`src/sv/ws_ser_pkg.sv`:
```
// types and constants of the pulse-width led serializer
package ws_ser_pkg;

  localparam int unsigned ColorW    = 8;
  localparam int unsigned PixelW    = 3 * ColorW;
  localparam int unsigned BitCntW   = 5;
  localparam int unsigned TickW     = 18;
  localparam int unsigned PeriodW   = 16;
  localparam int unsigned ApbAddrW  = 4;
  localparam int unsigned ApbDataW  = 32;

  localparam logic [BitCntW-1:0] BitsPerPixel  = 5'd24;

  localparam logic [PeriodW-1:0] BitCyclesRst  = 16'd300;
  localparam logic [PeriodW-1:0] ZeroHighRst   = 16'd96;
  localparam logic [PeriodW-1:0] OneHighRst    = 16'd192;
  localparam logic [TickW-1:0]   LatchRst      = 18'd192000;

  typedef enum logic [1:0] {
    REG_BIT_CYCLES = 2'd0,
    REG_ZERO_HIGH  = 2'd1,
    REG_ONE_HIGH   = 2'd2,
    REG_LATCH      = 2'd3
  } reg_idx_e;

  typedef enum logic [1:0] {
    PH_IDLE  = 2'd0,
    PH_SEND  = 2'd1,
    PH_LATCH = 2'd2
  } phase_e;

  typedef struct packed {
    logic [PeriodW-1:0] bit_cycles;
    logic [PeriodW-1:0] zero_high_cycles;
    logic [PeriodW-1:0] one_high_cycles;
    logic [TickW-1:0]   latch_cycles;
  } cfg_t;

  typedef struct packed {
    logic              last_pixel;
    logic [ColorW-1:0] blue;
    logic [ColorW-1:0] red;
    logic [ColorW-1:0] green;
    logic              pixel_valid;
  } item_t;

  typedef struct packed {
    logic starved;
    logic busy_res;
    logic pixel_taken;
    logic line_level;
  } res_t;

endpackage

```
`src/sv/ws_ser_queue.sv`:
```
// two-entry request queue between the input channel and the engine
module ws_ser_queue import ws_ser_pkg::*; (
  input  logic  clk_i,
  input  logic  rst_ni,
  input  logic  push_valid_i,
  output logic  push_ready_o,
  input  item_t push_item_i,
  output logic  pop_valid_o,
  input  logic  pop_i,
  output item_t pop_item_o
);

  item_t      mem_q [2];
  logic       wr_ptr_q, wr_ptr_d;
  logic       rd_ptr_q, rd_ptr_d;
  logic [1:0] count_q, count_d;
  logic       push, pop;

  assign push_ready_o = (count_q != 2'd2);
  assign pop_valid_o  = (count_q != 2'd0);
  assign pop_item_o   = mem_q[rd_ptr_q];
  assign push         = push_valid_i && push_ready_o;
  assign pop          = pop_i && pop_valid_o;

  always_comb begin
    wr_ptr_d = push ? ~wr_ptr_q : wr_ptr_q;
    rd_ptr_d = pop ? ~rd_ptr_q : rd_ptr_q;
    count_d  = count_q;
    if (push && !pop) begin
      count_d = count_q + 2'd1;
    end else if (pop && !push) begin
      count_d = count_q - 2'd1;
    end
  end

  always_ff @(posedge clk_i or negedge rst_ni) begin
    if (!rst_ni) begin
      wr_ptr_q <= 1'b0;
      rd_ptr_q <= 1'b0;
      count_q  <= 2'd0;
    end else begin
      wr_ptr_q <= wr_ptr_d;
      rd_ptr_q <= rd_ptr_d;
      count_q  <= count_d;
    end
  end

  always_ff @(posedge clk_i) begin
    if (push) begin
      mem_q[wr_ptr_q] <= push_item_i;
    end
  end

endmodule

```
`src/sv/ws_ser_regs.sv`:
```
// timing registers behind the apb port
module ws_ser_regs import ws_ser_pkg::*; (
  input  logic                clk_i,
  input  logic                rst_ni,
  input  logic                psel,
  input  logic                penable,
  input  logic                pwrite,
  input  logic [ApbAddrW-1:0] paddr,
  input  logic [ApbDataW-1:0] pwdata,
  output logic [ApbDataW-1:0] prdata,
  output logic                pready,
  output cfg_t                cfg_o
);

  cfg_t     cfg_q, cfg_d;
  reg_idx_e idx;
  logic     wr_en;

  assign pready = 1'b1;
  assign idx    = reg_idx_e'(paddr[3:2]);
  assign wr_en  = psel && penable && pwrite && pready;
  assign cfg_o  = cfg_q;

  always_comb begin
    cfg_d = cfg_q;
    if (wr_en) begin
      unique case (idx)
        REG_BIT_CYCLES: cfg_d.bit_cycles       = pwdata[PeriodW-1:0];
        REG_ZERO_HIGH:  cfg_d.zero_high_cycles = pwdata[PeriodW-1:0];
        REG_ONE_HIGH:   cfg_d.one_high_cycles  = pwdata[PeriodW-1:0];
        REG_LATCH:      cfg_d.latch_cycles     = pwdata[TickW-1:0];
        default:        cfg_d = cfg_q;
      endcase
    end
  end

  always_comb begin
    unique case (idx)
      REG_BIT_CYCLES: prdata = {{(ApbDataW-PeriodW){1'b0}}, cfg_q.bit_cycles};
      REG_ZERO_HIGH:  prdata = {{(ApbDataW-PeriodW){1'b0}}, cfg_q.zero_high_cycles};
      REG_ONE_HIGH:   prdata = {{(ApbDataW-PeriodW){1'b0}}, cfg_q.one_high_cycles};
      REG_LATCH:      prdata = {{(ApbDataW-TickW){1'b0}}, cfg_q.latch_cycles};
      default:        prdata = '0;
    endcase
  end

  always_ff @(posedge clk_i or negedge rst_ni) begin
    if (!rst_ni) begin
      cfg_q.bit_cycles       <= BitCyclesRst;
      cfg_q.zero_high_cycles <= ZeroHighRst;
      cfg_q.one_high_cycles  <= OneHighRst;
      cfg_q.latch_cycles     <= LatchRst;
    end else begin
      cfg_q <= cfg_d;
    end
  end

endmodule

```
`src/sv/ws_ser_engine.sv`:
```
// per-tick serializer state machine and result register
module ws_ser_engine import ws_ser_pkg::*; (
  input  logic  clk_i,
  input  logic  rst_ni,
  input  cfg_t  cfg_i,
  input  logic  item_valid_i,
  input  item_t item_i,
  output logic  item_pop_o,
  output logic  res_valid_o,
  input  logic  res_ready_i,
  output res_t  res_o
);

  phase_e             phase_q, phase_d, ph_cur;
  logic [PixelW-1:0]  held_pixel_q, held_pixel_d;
  logic               held_full_q, held_full_d;
  logic               held_last_q, held_last_d;
  logic [PixelW-1:0]  shift_q, shift_d, shift_cur;
  logic [BitCntW-1:0] bits_q, bits_d, bits_cur, bits_dec;
  logic               slast_q, slast_d, slast_cur;
  logic [TickW-1:0]   tick_q, tick_d, tick_cur, tick_inc;
  logic [PeriodW-1:0] high_time;
  logic               load, taken, step;
  res_t               res_d, res_q;
  logic               res_valid_q;

  // one step per queued tick, as long as the result register can take it
  assign step        = item_valid_i && (!res_valid_q || res_ready_i);
  assign item_pop_o  = step;
  assign res_valid_o = res_valid_q;
  assign res_o       = res_q;

  always_comb begin
    unique case (phase_q)
      PH_SEND:  ph_cur = PH_SEND;
      PH_LATCH: ph_cur = PH_LATCH;
      default:  ph_cur = PH_IDLE;
    endcase

    // move the held pixel into the shifter when idle or between pixels
    load = held_full_q &&
           ((ph_cur == PH_IDLE) || ((ph_cur == PH_SEND) && (bits_q == '0)));

    shift_cur = load ? held_pixel_q : shift_q;
    bits_cur  = load ? BitsPerPixel : bits_q;
    slast_cur = load ? held_last_q : slast_q;
    tick_cur  = load ? '0 : tick_q;
    phase_d   = load ? PH_SEND : ph_cur;

    held_full_d = load ? 1'b0 : held_full_q;
    taken       = item_i.pixel_valid && !held_full_d;

    shift_d   = shift_cur;
    bits_d    = bits_cur;
    slast_d   = slast_cur;
    tick_d    = tick_cur;
    tick_inc  = tick_cur + 1'b1;
    bits_dec  = bits_cur - 1'b1;
    high_time = shift_cur[PixelW-1] ? cfg_i.one_high_cycles : cfg_i.zero_high_cycles;
    res_d     = '0;
    res_d.pixel_taken = taken;

    unique case (phase_d)
      PH_SEND: begin
        res_d.busy_res = 1'b1;
        if (bits_cur == '0) begin
          res_d.starved = 1'b1;
        end else begin
          res_d.line_level = (tick_cur < {{(TickW-PeriodW){1'b0}}, high_time});
          if (tick_inc >= {{(TickW-PeriodW){1'b0}}, cfg_i.bit_cycles}) begin
            tick_d  = '0;
            shift_d = {shift_cur[PixelW-2:0], 1'b0};
            bits_d  = bits_dec;
            if ((bits_dec == '0) && slast_cur) begin
              slast_d = 1'b0;
              phase_d = (cfg_i.latch_cycles == '0) ? PH_IDLE : PH_LATCH;
            end
          end else begin
            tick_d = tick_inc;
          end
        end
      end
      PH_LATCH: begin
        res_d.busy_res = 1'b1;
        if (tick_inc >= cfg_i.latch_cycles) begin
          tick_d  = '0;
          phase_d = PH_IDLE;
        end else begin
          tick_d = tick_inc;
        end
      end
      default: ;
    endcase

    held_pixel_d = held_pixel_q;
    held_last_d  = held_last_q;
    if (taken) begin
      held_pixel_d = {item_i.green, item_i.red, item_i.blue};
      held_last_d  = item_i.last_pixel;
      held_full_d  = 1'b1;
    end
  end

  always_ff @(posedge clk_i or negedge rst_ni) begin
    if (!rst_ni) begin
      phase_q     <= PH_IDLE;
      held_full_q <= 1'b0;
      held_last_q <= 1'b0;
      bits_q      <= '0;
      slast_q     <= 1'b0;
      tick_q      <= '0;
      res_valid_q <= 1'b0;
    end else begin
      if (step) begin
        phase_q     <= phase_d;
        held_full_q <= held_full_d;
        held_last_q <= held_last_d;
        bits_q      <= bits_d;
        slast_q     <= slast_d;
        tick_q      <= tick_d;
        res_valid_q <= 1'b1;
      end else if (res_ready_i) begin
        res_valid_q <= 1'b0;
      end
    end
  end

  always_ff @(posedge clk_i) begin
    if (step) begin
      held_pixel_q <= held_pixel_d;
      shift_q      <= shift_d;
      res_q        <= res_d;
    end
  end

endmodule

```
`src/sv/ws2812_pixel_serializer_unit.sv`:
```
// top level of the pulse-width led serializer
// usage: every request on the s_axis channel is one tick of the led timing.
// tuser says whether a pixel is offered, tdata carries green, red and blue,
// tlast marks the pixel that ends a frame. for every request exactly one
// result leaves on m_axis: line level, pixel taken, busy and starved flags.
// the line level of consecutive results forms the led data waveform, with
// bit period, high times and latch time set over the apb port.
// a request passes the queue register, then the result register, before
// its result is valid.
// throughput: one request per cycle while the receiver is ready, as the
// engine takes one step per request; the two-entry queue lets input and
// output stall independently. reset: timing registers return to
// 300/96/192/192000 ticks, the holding register empties, the engine goes
// idle and the queue is empty. when the receiver stalls, the result
// register holds its value, the queue fills and s_axis_tready then drops
// until it drains. no led tick advances while requests are not flowing.
module ws2812_pixel_serializer_unit import ws_ser_pkg::*; (
  input  logic                clk_i,
  input  logic                rst_ni,
  input  logic                s_axis_tvalid,
  output logic                s_axis_tready,
  input  logic [23:0]         s_axis_tdata,   // green[7:0], red[15:8], blue[23:16]
  input  logic                s_axis_tuser,   // pixel_valid
  input  logic                s_axis_tlast,
  output logic                m_axis_tvalid,
  input  logic                m_axis_tready,
  output logic [7:0]          m_axis_tdata,   // line_level, pixel_taken, busy_res, starved
  input  logic                psel,
  input  logic                penable,
  input  logic                pwrite,
  input  logic [ApbAddrW-1:0] paddr,
  input  logic [ApbDataW-1:0] pwdata,
  output logic [ApbDataW-1:0] prdata,
  output logic                pready
);

  cfg_t  cfg;
  item_t in_item, q_item;
  logic  q_valid, q_pop, res_valid;
  res_t  res;

  assign in_item.pixel_valid = s_axis_tuser;
  assign in_item.green       = s_axis_tdata[7:0];
  assign in_item.red         = s_axis_tdata[15:8];
  assign in_item.blue        = s_axis_tdata[23:16];
  assign in_item.last_pixel  = s_axis_tlast;

  ws_ser_regs u_regs (
    .clk_i   (clk_i),
    .rst_ni  (rst_ni),
    .psel    (psel),
    .penable (penable),
    .pwrite  (pwrite),
    .paddr   (paddr),
    .pwdata  (pwdata),
    .prdata  (prdata),
    .pready  (pready),
    .cfg_o   (cfg)
  );

  ws_ser_queue u_queue (
    .clk_i        (clk_i),
    .rst_ni       (rst_ni),
    .push_valid_i (s_axis_tvalid),
    .push_ready_o (s_axis_tready),
    .push_item_i  (in_item),
    .pop_valid_o  (q_valid),
    .pop_i        (q_pop),
    .pop_item_o   (q_item)
  );

  ws_ser_engine u_engine (
    .clk_i        (clk_i),
    .rst_ni       (rst_ni),
    .cfg_i        (cfg),
    .item_valid_i (q_valid),
    .item_i       (q_item),
    .item_pop_o   (q_pop),
    .res_valid_o  (res_valid),
    .res_ready_i  (m_axis_tready),
    .res_o        (res)
  );

  assign m_axis_tvalid = res_valid;
  assign m_axis_tdata  = {4'b0000, res};

endmodule

```
`config.mk`:
```
export PLATFORM = sky130hd
export DESIGN_NAME = ws2812_pixel_serializer_unit
export DESIGN_NICKNAME = d
export VERILOG_FILES = /design/src/sv/ws_ser_pkg.sv /design/src/sv/ws_ser_queue.sv /design/src/sv/ws_ser_regs.sv /design/src/sv/ws_ser_engine.sv /design/src/sv/ws2812_pixel_serializer_unit.sv
export SDC_FILE = /design/constraint.sdc
export NUM_CORES = 1
export LEC_CHECK = 0
export ABC_AREA = 1
export BUFFER_PORTS_ARGS = -buffer_cell sky130_fd_sc_hd__buf_2
export CAP_MARGIN = 10
export CORE_UTILIZATION = 54
export CTS_CLUSTER_DIAMETER = 50
export CTS_CLUSTER_SIZE = 30
export DETAILED_ROUTE_END_ITERATION = 10
export PLACE_DENSITY_LB_ADDON = 0.15
export SYNTH_ARGS = -nofsm -noshare
export SYNTH_HDL_FRONTEND = slang
export SYNTH_SLANG_ARGS = --single-unit
```
`constraint.sdc`:
```
create_clock -name clk_i -period 4.1 [get_ports clk_i]
set_clock_uncertainty 0.15 [all_clocks]
set_input_delay 0.615 -clock clk_i [delete_from_list [all_inputs] [get_ports clk_i]]
set_output_delay 0.615 -clock clk_i [all_outputs]
set_load 0.02 [all_outputs]
```
==> summary.md, run 1 <==
| Metric | Value |
|---|---|
| Status | complete, no violations |
| Seq/Total Area, Yosys | 51.3% |
| Post-synth top area cell | edfxtp_1 |
| Period minus WS final | 4040 ps |
| Number of fill cells | 1572 |
| Sw Pwr | 5100 µW |
| Clock power share | around 17% |
| Combinational Power Share | 53.5% |
| Final period utilization | 98.5% |
| First-pass GRT wire length | 42400 µm |
| Hold Vio Cnt, Final | 0 |
| P_int | roughly 6600 µW |
| Post-Synth Simple-Gate Area | about a fifth |
| Synth Area in XOR/XNOR | 1.44% |
| Vias in the first global route | between 8000 and 9000 |
| CORE AREA | 19700 µm² |
| # port buffers | between 70 and 80 |
| Worst-path fanout max | 6 |
| Fin util | 68.2% |
| HPWL after detailed placement | 18400 µm |
| Die area | 20900 µm² |
| Initial antenna violation count | 0 |
| Syn avg cell area | 9.00 µm² |
| Synth-to-Final Area Change | 22.2% |
| Top-count cell post-synth | nand2_1 |
| WS Path Type | reg2reg |
| Worst endpoint required time | 4380 ps |
| Starting DRT DRC Count | 671 |
| Synth Area in Adders | about 6.4% |
| GR Util All Layers | 26.7% |
| Slew @ Worst Pin | around 950 ps |
| Largest net degree at the start of global routing | 38 |
| Maximum clock path buffer count | 3 |
| CP endpoint kind | flip-flop |
| Crit path DAT | 4320 ps |
| Post-synthesis mux area share | 3.38% |
| RePlAce Congestion | just under 0.9 |
| ANT cells | 0 |
| Largest family of logic cells by synthesized area | simple AND/OR/NAND/NOR gates |
| Fin worst setup slack | 59.8 ps |
| Final setup vio count | 0 |
| Gr ovfl total | 0 |
| Post-DRT Antenna Nets | 0 |
| Area fraction of the dominant cell type after synthesis | 28.5% |
| Relative slew slack | a little over a third |
| CTS sink cnt | 203 |
| Min Hold Slack | 131 ps |
| Hold/Removal Path Class | in2reg |
| Max Freq | 248 MHz |
| Power Density | 875 nW/µm² |
| Post-synth top flop | edfxtp_1 |
| Synth warnings | 0 |
| Synth area leaders | edfxtp_1, dfrtp_1, nand2_1, ha_1, o21ai_0 |
| Post-Route WL | 27800 µm |
| Row count | between 50 and 60 |
| Startpoint Class | flip-flop |
| Max Slew Vio Count | 0 |
| RSZ-0062 raised after global routing | true |
| Starting Density | 55.8% |
| Die Y | 144 µm |
| Switch share | 43.5% |
| First-pass iteration count of the detailed router | 6 |
| TNS Setup | 0 ps |
| CTS tree | done |
| Sequential power share | just under 30% |
| Die Width | 144 µm |
| Wire per inst | 17.0 µm |
| Peak supply drop | 0.482 mV |
| Post-layout nets | approximately 1500 |
| Pre-CTS WS | -54.1 ps |
| Root Buffer | clkbuf_16 |
| Ratio of cells with drive above 1 in the final layout | about 24% |
| Inserted Clock Buffers | 22 |
| Cell area after synthesis | 11000 µm² |
| Vias per cell | 5.49 |
| DRC | 0 |
| Cell variety after synth | 48 |
| Max Cap Viol | 0 |
| Via count | between 8000 and 9000 |
| Leakage | 0.00622 µW |
| Clock transition at the registers of the reported paths | 70 ps |
| Cell count after synthesis | 1218 |
| # IOs | 112 |
| Yosys reg bits | 203 |
| Compound-cell area share of the yosys netlist | 9.70% |
| Later-pin clock latency in the skew report | roughly 520 ps |
| Async set or reset register ratio after synthesis | 48.8% |
| CTS H-tree lvls | 1 |
| Post-synth EDFFs | approximately 100 |
| Commonest cells post-synth | nand2_1, inv_1, edfxtp_1 |
[power by group through the flow]
stage | logic (µW) | registers (µW) | clock network (µW)
floorplan | 3740 | 3360 | 0
global placement | 5240 | 3390 | 0
detailed placement | 5400 | 3410 | 0
CTS | 5460 | 3380 | 2070
global route | 6930 | 3480 | 2140
finish | 6280 | 3410 | 2040
[metrics by stage]
step	area, µm²	std cells	total power, µW
finish	13400	1632	11700
global route	13400	1632	12600
CTS	12700	1616	10900
detailed placement	11900	1575	8810
global placement	11900	1575	8640
floorplan	11000	1235	7100
[layout make-up]
cell class / count / area (µm²) / area share [%]
clock inverter: 15 / 181 / 1.35
tap: 265 / 332 / 2.47
clock buffer: 25 / 583 / 4.35
timing repair buffer: 152 / 1090 / 8.12
sequential: 203 / 5620 / 41.9
inverter: 133 / 502 / 3.74
multi-input combinational: 839 / 5090 / 38.0
[cells by family (layout without fill, tap and decap cells)]
kind of cell | after synthesis | count (layout)
and+or+nand+nor | 517 | 517
adders and majority gates | 56 | 56
muxes | 37 | 37
other | 2 | 19
buffers and inverters | 193 | 325
xor gates and xnor gates | 18 | 18
DFF | 203 | 203
AOI/OAI and AO/OA | 192 | 192
[state kept, by name (all words and copies together), names as in the netlist]
signal	cells
u_regs.cfg_o	66
u_queue.mem_q	52
u_engine.held_pixel_q	24
u_engine.shift_q	24
u_engine.tick_q	18
u_engine.bits_q	5
u_engine.res_o	4
u_engine.phase_q	2
u_queue.count_q	2
u_engine.held_full_q	1
u_engine.held_last_q	1
u_engine.res_valid_o	1
u_engine.slast_q	1
u_queue.rd_ptr_q	1
u_queue.wr_ptr_q	1
[critical path: stages, from the launching register on]
cell,delay [ps]
dfrtp_1,430
inv_2,60
ha_4,160
inv_2,40
nor2_2,40
nand3_2,60
nand2_2,70
nand2_4,130
buf_12,150
nand3_1,120
nor3_2,180
buf_4,180
xor2_2,220
buf_4,180
ha_4,210
a21oi_2,140
nor2_1,50
a211oi_1,260
o21ai_1,130
nand2_1,80
nand4_1,190
nor2_4,250
buf_12,170
buf_6,100
a21oi_2,40
a21oi_1,160
[repair_timing]
action / in CTS / in global routing
gates cloned: 0 / 2
setup endpoints to repair: 22 / 51
endpoints found under the hold margin: 25 / 0
pin swaps: 0 / 40
gates resized for setup: 2 / 133
buffers inserted: 0 / 14
hold buffers: 1 / 0
[cells in the final DEF, fill, tap and decap left out, types with 30 or more instances in the layout]
master,count
dfrtp_1,84
buf_2,75
edfxtp_1,104
o21ai_0,93
ha_1,44
buf_4,62
inv_1,117
nand2_1,309
mux2i_1,37
nor2_1,67
a21oi_1,36
nand3_1,30
[routing by layer]
metal / track usage [%] / part of all wire [%] / vias up
li1: - / - / 4281
met1: 41.0 / 46 / 4231
met2: 39.1 / 43 / 387
met3: 4.40 / 8.2 / 56
met4: 6.43 / 2.4 / 0
met5: 0 / 0 / -
[path summary, 6_finish.rpt]
check	startpoint	end	slack (ps)	cells past startpoint
setup reg to reg	u_engine.phase_q[1]	u_engine.tick_q[6]	60	25
setup / recovery	u_engine.phase_q[1]	u_engine.tick_q[6]	60	25
hold / removal	s_axis_tdata[2]	u_queue.mem_q[0][3]	130	1
min in group asynchronous	rst_ni	u_regs.cfg_o[35]	450	2
hold reg to reg	u_queue.count_q[0]	u_queue.count_q[0]	330	1
max in group asynchronous	rst_ni	u_regs.cfg_o[15]	2490	3
Power figures use the tool's default switching activity.
==> inputs of run 2 (changes only) <==
Settings changed: PLACE_DENSITY_LB_ADDON 0.15 to 0.1.
==> summary.md, run 2 (synthesis results as in run 1) <==
| Metric | Value |
|---|---|
| Status | complete, no violations |
| Worst endpoint required time | ~4200 ps |
| CTS sink cnt | 203 |
| Clock transition at the registers of the reported paths | 60 ps |
| Area after DPL | 11900 µm² |
| Leading cell type in the layout, fill and taps excluded | nand2_1 |
| CP endpoint kind | flip-flop |
| First-pass iteration count of the detailed router | 5 |
| Startpoint Class | flip-flop |
| Non-Filler Instances | 1637 |
| Post-Route WL | 28200 µm |
| Via count | about 8800 |
| Die area | 20900 µm² |
| Slowest stage cell, crit path | dfrtp_1 |
| CORE AREA | between 15000 and 20000 µm² |
| Max Freq | 253 MHz |
| Clock power share | between 10% and 20% |
| Sequential power share | 27.7% |
| Slew @ Worst Pin | roughly 1000 ps |
| # port buffers | 76 |
| R2r setup slk | 140 ps |
| Final setup vio count | 0 |
| Hold/Removal Path Class | in2async |
| Worst-path fanout max | 6 |
| GR Util All Layers | 27.0% |
| Number of fill cells | 1514 |
| Hold Vio Cnt, Final | 0 |
| Die Width | 144 µm |
| Reg2Reg Depth | 30 |
| Max Cap Viol | 0 |
| RR Endpoint | u_engine.shift_q[20] |
| # IOs | 112 |
| Cell area after layout | 13600 µm² |
| Die Y | 144 µm |
| Commonest cells after routing, fill and taps aside | nand2_1, inv_1, edfxtp_1 |
| HPWL after detailed placement | roughly 19000 µm |
| Peak supply drop | 0.398 mV |
| Critical path buffers and inverters | 7 |
| First-pass GRT wire length | 42400 µm |
| Switch share | 42.1% |
| Leakage | between 0.006 and 0.007 µW |
| Maximum clock path buffer count | 3 |
| Initial antenna violation count | 0 |
| Post-DRT Antenna Nets | 0 |
| Vias per cell | 5.38 |
| Starting DRT DRC Count | 746 |
| Root Buffer | clkbuf_16 |
| Inserted Clock Buffers | 24 |
| Relative slew slack | a little under a third |
| RePlAce Congestion | about 0.89 |
| Cell count along the critical path | 30 |
| Combinational Power Share | 53.3% |
| DRC | 0 |
| DP Cell Count | 1577 |
| P_int | 7120 µW |
| Fin util | between 60% and 70% |
| WS Path Type | reg2reg |
| Row count | 51 |
| Final period utilization | 96.5% |
| Gr ovfl total | 0 |
| Ratio of cells with drive above 1 in the final layout | a little under a quarter |
| CTS tree | done |
| Later-pin clock latency in the skew report | between 500 and 600 ps |
| Crit path DAT | 4070 ps |
| Period minus WS final | 3960 ps |
| Number of flip-flops in the largest register | between 60 and 70 |
| Power Density | 906 nW/µm² |
| Sw Pwr | 5170 µW |
| Crit path max-delay family | simple AND/OR/NAND/NOR gates |
| Max Slew Vio Count | 0 |
| CTS H-tree lvls | 1 |
| Post-layout nets | 1479 |
| Wire per inst | roughly 17 µm |
| Largest net degree at the start of global routing | 59 |
| Vias in the first global route | 8042 |
| ANT cells | 0 |
| RSZ-0062 raised after global routing | true |
| Critical path's largest stage delay | 400 ps |
| Starting Density | 55.8% |
| R2r startpoint | u_engine.phase_q[1] |
| Total Power | 12300 µW |
| Synth-to-Final Area Change | 23.8% |
[run 2: changes by cell type in the layout (fill, tap and decap cells not counted), moves of 5 or more]
cell / delta
buf_6: +5
clkbuf_16: +5
nand2_1: +12
nand2_2: -7
nand2_4: -6
xor2_2: -5
[run 2: worst register-to-register path, delay by kind of cell, from the launching register on]
kind / cells / cell delay (ps)
AO/OA/AOI/OAI: 2 / 230
XOR/XNOR: 1 / 170
adder cells (fa/ha/maj): 3 / 590
buffers and inverters: 7 / 650
flip-flops: 1 / 400
AND/OR/NAND/NOR: 17 / 1530
[run 2: power by group through the flow]
stage / Combinational [µW] / Sequential (µW) / Clock [µW]
finish: 6550 / 3400 / 2340
floorplan: 3740 / 3360 / 0
CTS: 5500 / 3380 / 2370
global route: 7210 / 3470 / 2450
detailed placement: 5390 / 3410 / 0
global placement: 5270 / 3390 / 0
[run 2: worst max path at each step]
stage | startpoint | end | slack [ps]
6_report | u_engine.phase_q[1] | u_engine.shift_q[20] | 140
5_1_grt | u_engine.phase_q[0] | u_engine.tick_q[10] | -80
4_1_cts | u_engine.phase_q[0] | u_engine.tick_q[16] | 8
3_5_place_dp | u_engine.phase_q[0] | u_engine.shift_q[7] | -70
3_3_place_gp | u_engine.phase_q[0] | u_engine.shift_q[10] | 40
2_1_floorplan | u_engine.phase_q[0] | u_engine.shift_q[20] | 1
[run 2: layer usage]
metal	global-route usage [%]	up-vias	routed length, µm
met5	0	-	0
met4	6.93	0	631
met3	4.44	48	2070
met2	39.0	317	12100
met1	41.7	4156	13300
li1	-	4289	-
[run 2: timing repair]
action / in CTS / in global routing
cloned: 0 / 5
pin swaps: 1 / 35
buffers inserted: 1 / 10
gates resized for setup: 9 / 121
hold buffers: 0 / 0
endpoints found under the setup margin: 35 / 51
[run 2: layout make-up]
type | instances | area (µm²) | share of cell area [%]
clock buffers | 28 | 658 | 4.85
multi-input cells | 839 | 5100 | 37.6
clock inverters | 16 | 221 | 1.63
well taps | 265 | 332 | 2.44
repair buffers | 153 | 1130 | 8.32
flip-flops and latches | 203 | 5620 | 41.4
inverters | 133 | 508 | 3.74
[run 2: through the flow]
| stage | setup TNS [ps] | hold WS, ps | setup slack, ps |
|---|---|---|---|
| final | 0 | 13.3 | 142 |
| after global routing | -716 | 73.7 | -76.1 |
| after CTS | 0 | 48.1 | 8.28 |
| after detailed placement | -1010 | 318 | -67.4 |
| after global placement | 0 | 310 | 37.4 |
| after floorplan | 0 | 169 | 1.17 |
==> inputs of run 3 (changes only) <==
Settings changed: CORE_UTILIZATION 54 to 30.
==> summary.md, run 3 (synthesis results as in run 1) <==
| Metric | Value |
|---|---|
| Number of flip-flops in the largest register | 66 |
| Number of fill cells | 3629 |
| CORE AREA | 35700 µm² |
| Vias per cell | 4.54 |
| Peak supply drop | 0.370 mV |
| CTS sink cnt | ~200 |
| First-pass GRT wire length | approximately 46000 µm |
| Synth-to-Final Area Change | 27.1% |
| Most frequent cell on the critical path | nand2_1 |
| Critical path's largest stage delay | roughly 370 ps |
| Max Cap Viol | 0 |
| Ratio of cells with drive above 1 in the final layout | 24.6% |
| Post-Route WL | between 20000 and 30000 µm |
| Period minus WS final | 3900 ps |
| Power Density | 881 nW/µm² |
| RePlAce Congestion | 0.791 |
| # port buffers | 76 |
| Post-DRT Antenna Nets | 0 |
| Worst endpoint required time | 4260 ps |
| Reg area | 5620 µm² |
| Worst-path fanout max | 25 |
| CTS tree | done |
| Fin util | approximately two fifths |
| Root Buffer | clkbuf_16 |
| Slowest stage cell, crit path | dfrtp_1 |
| Clock transition at the registers of the reported paths | 60 ps |
| Initial antenna violation count | 0 |
| Hold buffer count at CTS | 0 |
| Hold Vio Cnt, Final | 0 |
| Status | complete, no violations |
| CTS H-tree lvls | 1 |
| Die Width | 193 µm |
| Wire per inst | ~16 µm |
| Later-pin clock latency in the skew report | 560 ps |
| Min Hold Slack | approximately 50 ps |
| Hold/Removal Path Class | in2async |
| ANT cells | 0 |
| WS Path Type | reg2reg |
| Final period utilization | 95.1% |
| # IOs | 112 |
| Crit path DAT | 4060 ps |
| Largest net degree at the start of global routing | 68 |
| Commonest cells after routing, fill and taps aside | nand2_1, inv_1, edfxtp_1 |
| Starting Density | 30.7% |
| Final setup vio count | 0 |
| Via count | around 8500 |
| Max Slew Vio Count | 0 |
| Multi-input gate area | 4960 µm² |
| DRC | 0 |
| Maximum clock path buffer count | 3 |
| First-pass iteration count of the detailed router | 7 |
| Gr ovfl total | 0 |
| Post-layout nets | 1506 |
| Startpoint Class | flip-flop |
| Max Freq | 256 MHz |
| Relative slew slack | about a quarter |
| GR Util All Layers | 16.1% |
| Die Y | 193 µm |
| TNS Setup | 0 ps |
| Die area | 37300 µm² |
| Slew @ Worst Pin | 1100 ps |
| HPWL after detailed placement | 20800 µm |
| Inserted Clock Buffers | 31 |
| Leakage | between 0.006 and 0.007 µW |
| Vias in the first global route | around 8300 |
| Starting DRT DRC Count | 377 |
| Leading cell type in the layout, fill and taps excluded | nand2_1 |
| Row count | between 60 and 70 |
| CP endpoint kind | flip-flop |
==> run 3: cell types whose count changed in the layout (fill, tap and decap cells not counted), moves of 4 or more <==
cell and change:
o21ai_0 +10, nor2_1 +4, o21ai_1 -9, ha_1 +4, buf_4 +24, inv_6 +5
==> run 3: power breakdown <==
part | leakage, µW | total [µW] | internal (µW) | switching, µW
registers | 0.00218 | 3400 | 3060 | 335
clock network | 0.000510 | 2620 | 1560 | 1070
logic | 0.00372 | 6250 | 2540 | 3710
total | 0.00641 | 12300 | 7160 | 5110
==> run 3: timing repair <==
item,in CTS,in global routing
pin swaps,2,35
cloned,0,2
endpoints found under the setup margin,41,51
buffers inserted,2,9
resized for setup,5,95
==> run 3: worst paths after layout <==
check                               startpoint                   end  slack [ps]  cells after the start
setup / recovery           u_engine.phase_q[1]  u_engine.shift_q[21]         200                     29
hold / removal                          rst_ni       u_regs.cfg_o[4]          50                      1
setup reg to reg           u_engine.phase_q[1]  u_engine.shift_q[21]         200                     29
hold reg to reg             u_queue.count_q[0]    u_queue.count_q[0]         320                      1
max in group asynchronous               rst_ni      u_regs.cfg_o[15]        2870                      2
min in group clk_i            s_axis_tdata[18]  u_queue.mem_q[1][19]          80                      1
==> run 3: per-stage QoR <==
stage          instances  total power (µW)  setup slack [ps]  instance area (µm²)
2_1_floorplan       1235              7100              1.17                11000
4_1_cts             1858             11900            -0.702                13400
3_3_place_gp        1798              9120             -85.4                12400
6_report            1867             12300               201                13900
3_5_place_dp        1798              9170              -114                12400
5_1_grt             1867             13300             -6.14                13900
==> run 3: layout make-up <==
| cell class | instances | share of cell area, % |
|---|---|---|
| Tap cell | 461 | 4.14 |
| Inverter | 133 | 3.62 |
| Sequential cell | 203 | 40.3 |
| Multi-Input combinational cell | 839 | 35.6 |
| Clock inverter | 24 | 1.78 |
| Clock buffer | 34 | 5.65 |
| Timing Repair Buffer | 173 | 8.88 |
==> run 3: per-layer routing <==
metal	global-route usage [%]	up-vias	part of all wire [%]
met5	0	-	0
met4	3.88	0	2.1
met3	2.44	41	3.2
met2	27.4	118	48
met1	21.4	3969	47
li1	-	4344	-
==> run 3: critical path, delay by kind of cell (launching register included) <==
family	cells	cell delay, ps
AOI/OAI and AO/OA	2	290
buffers and inverters	7	600
DFF	1	370
adders and majority gates	3	620
and+or+nand+nor	16	1440
xor gates and xnor gates	1	150
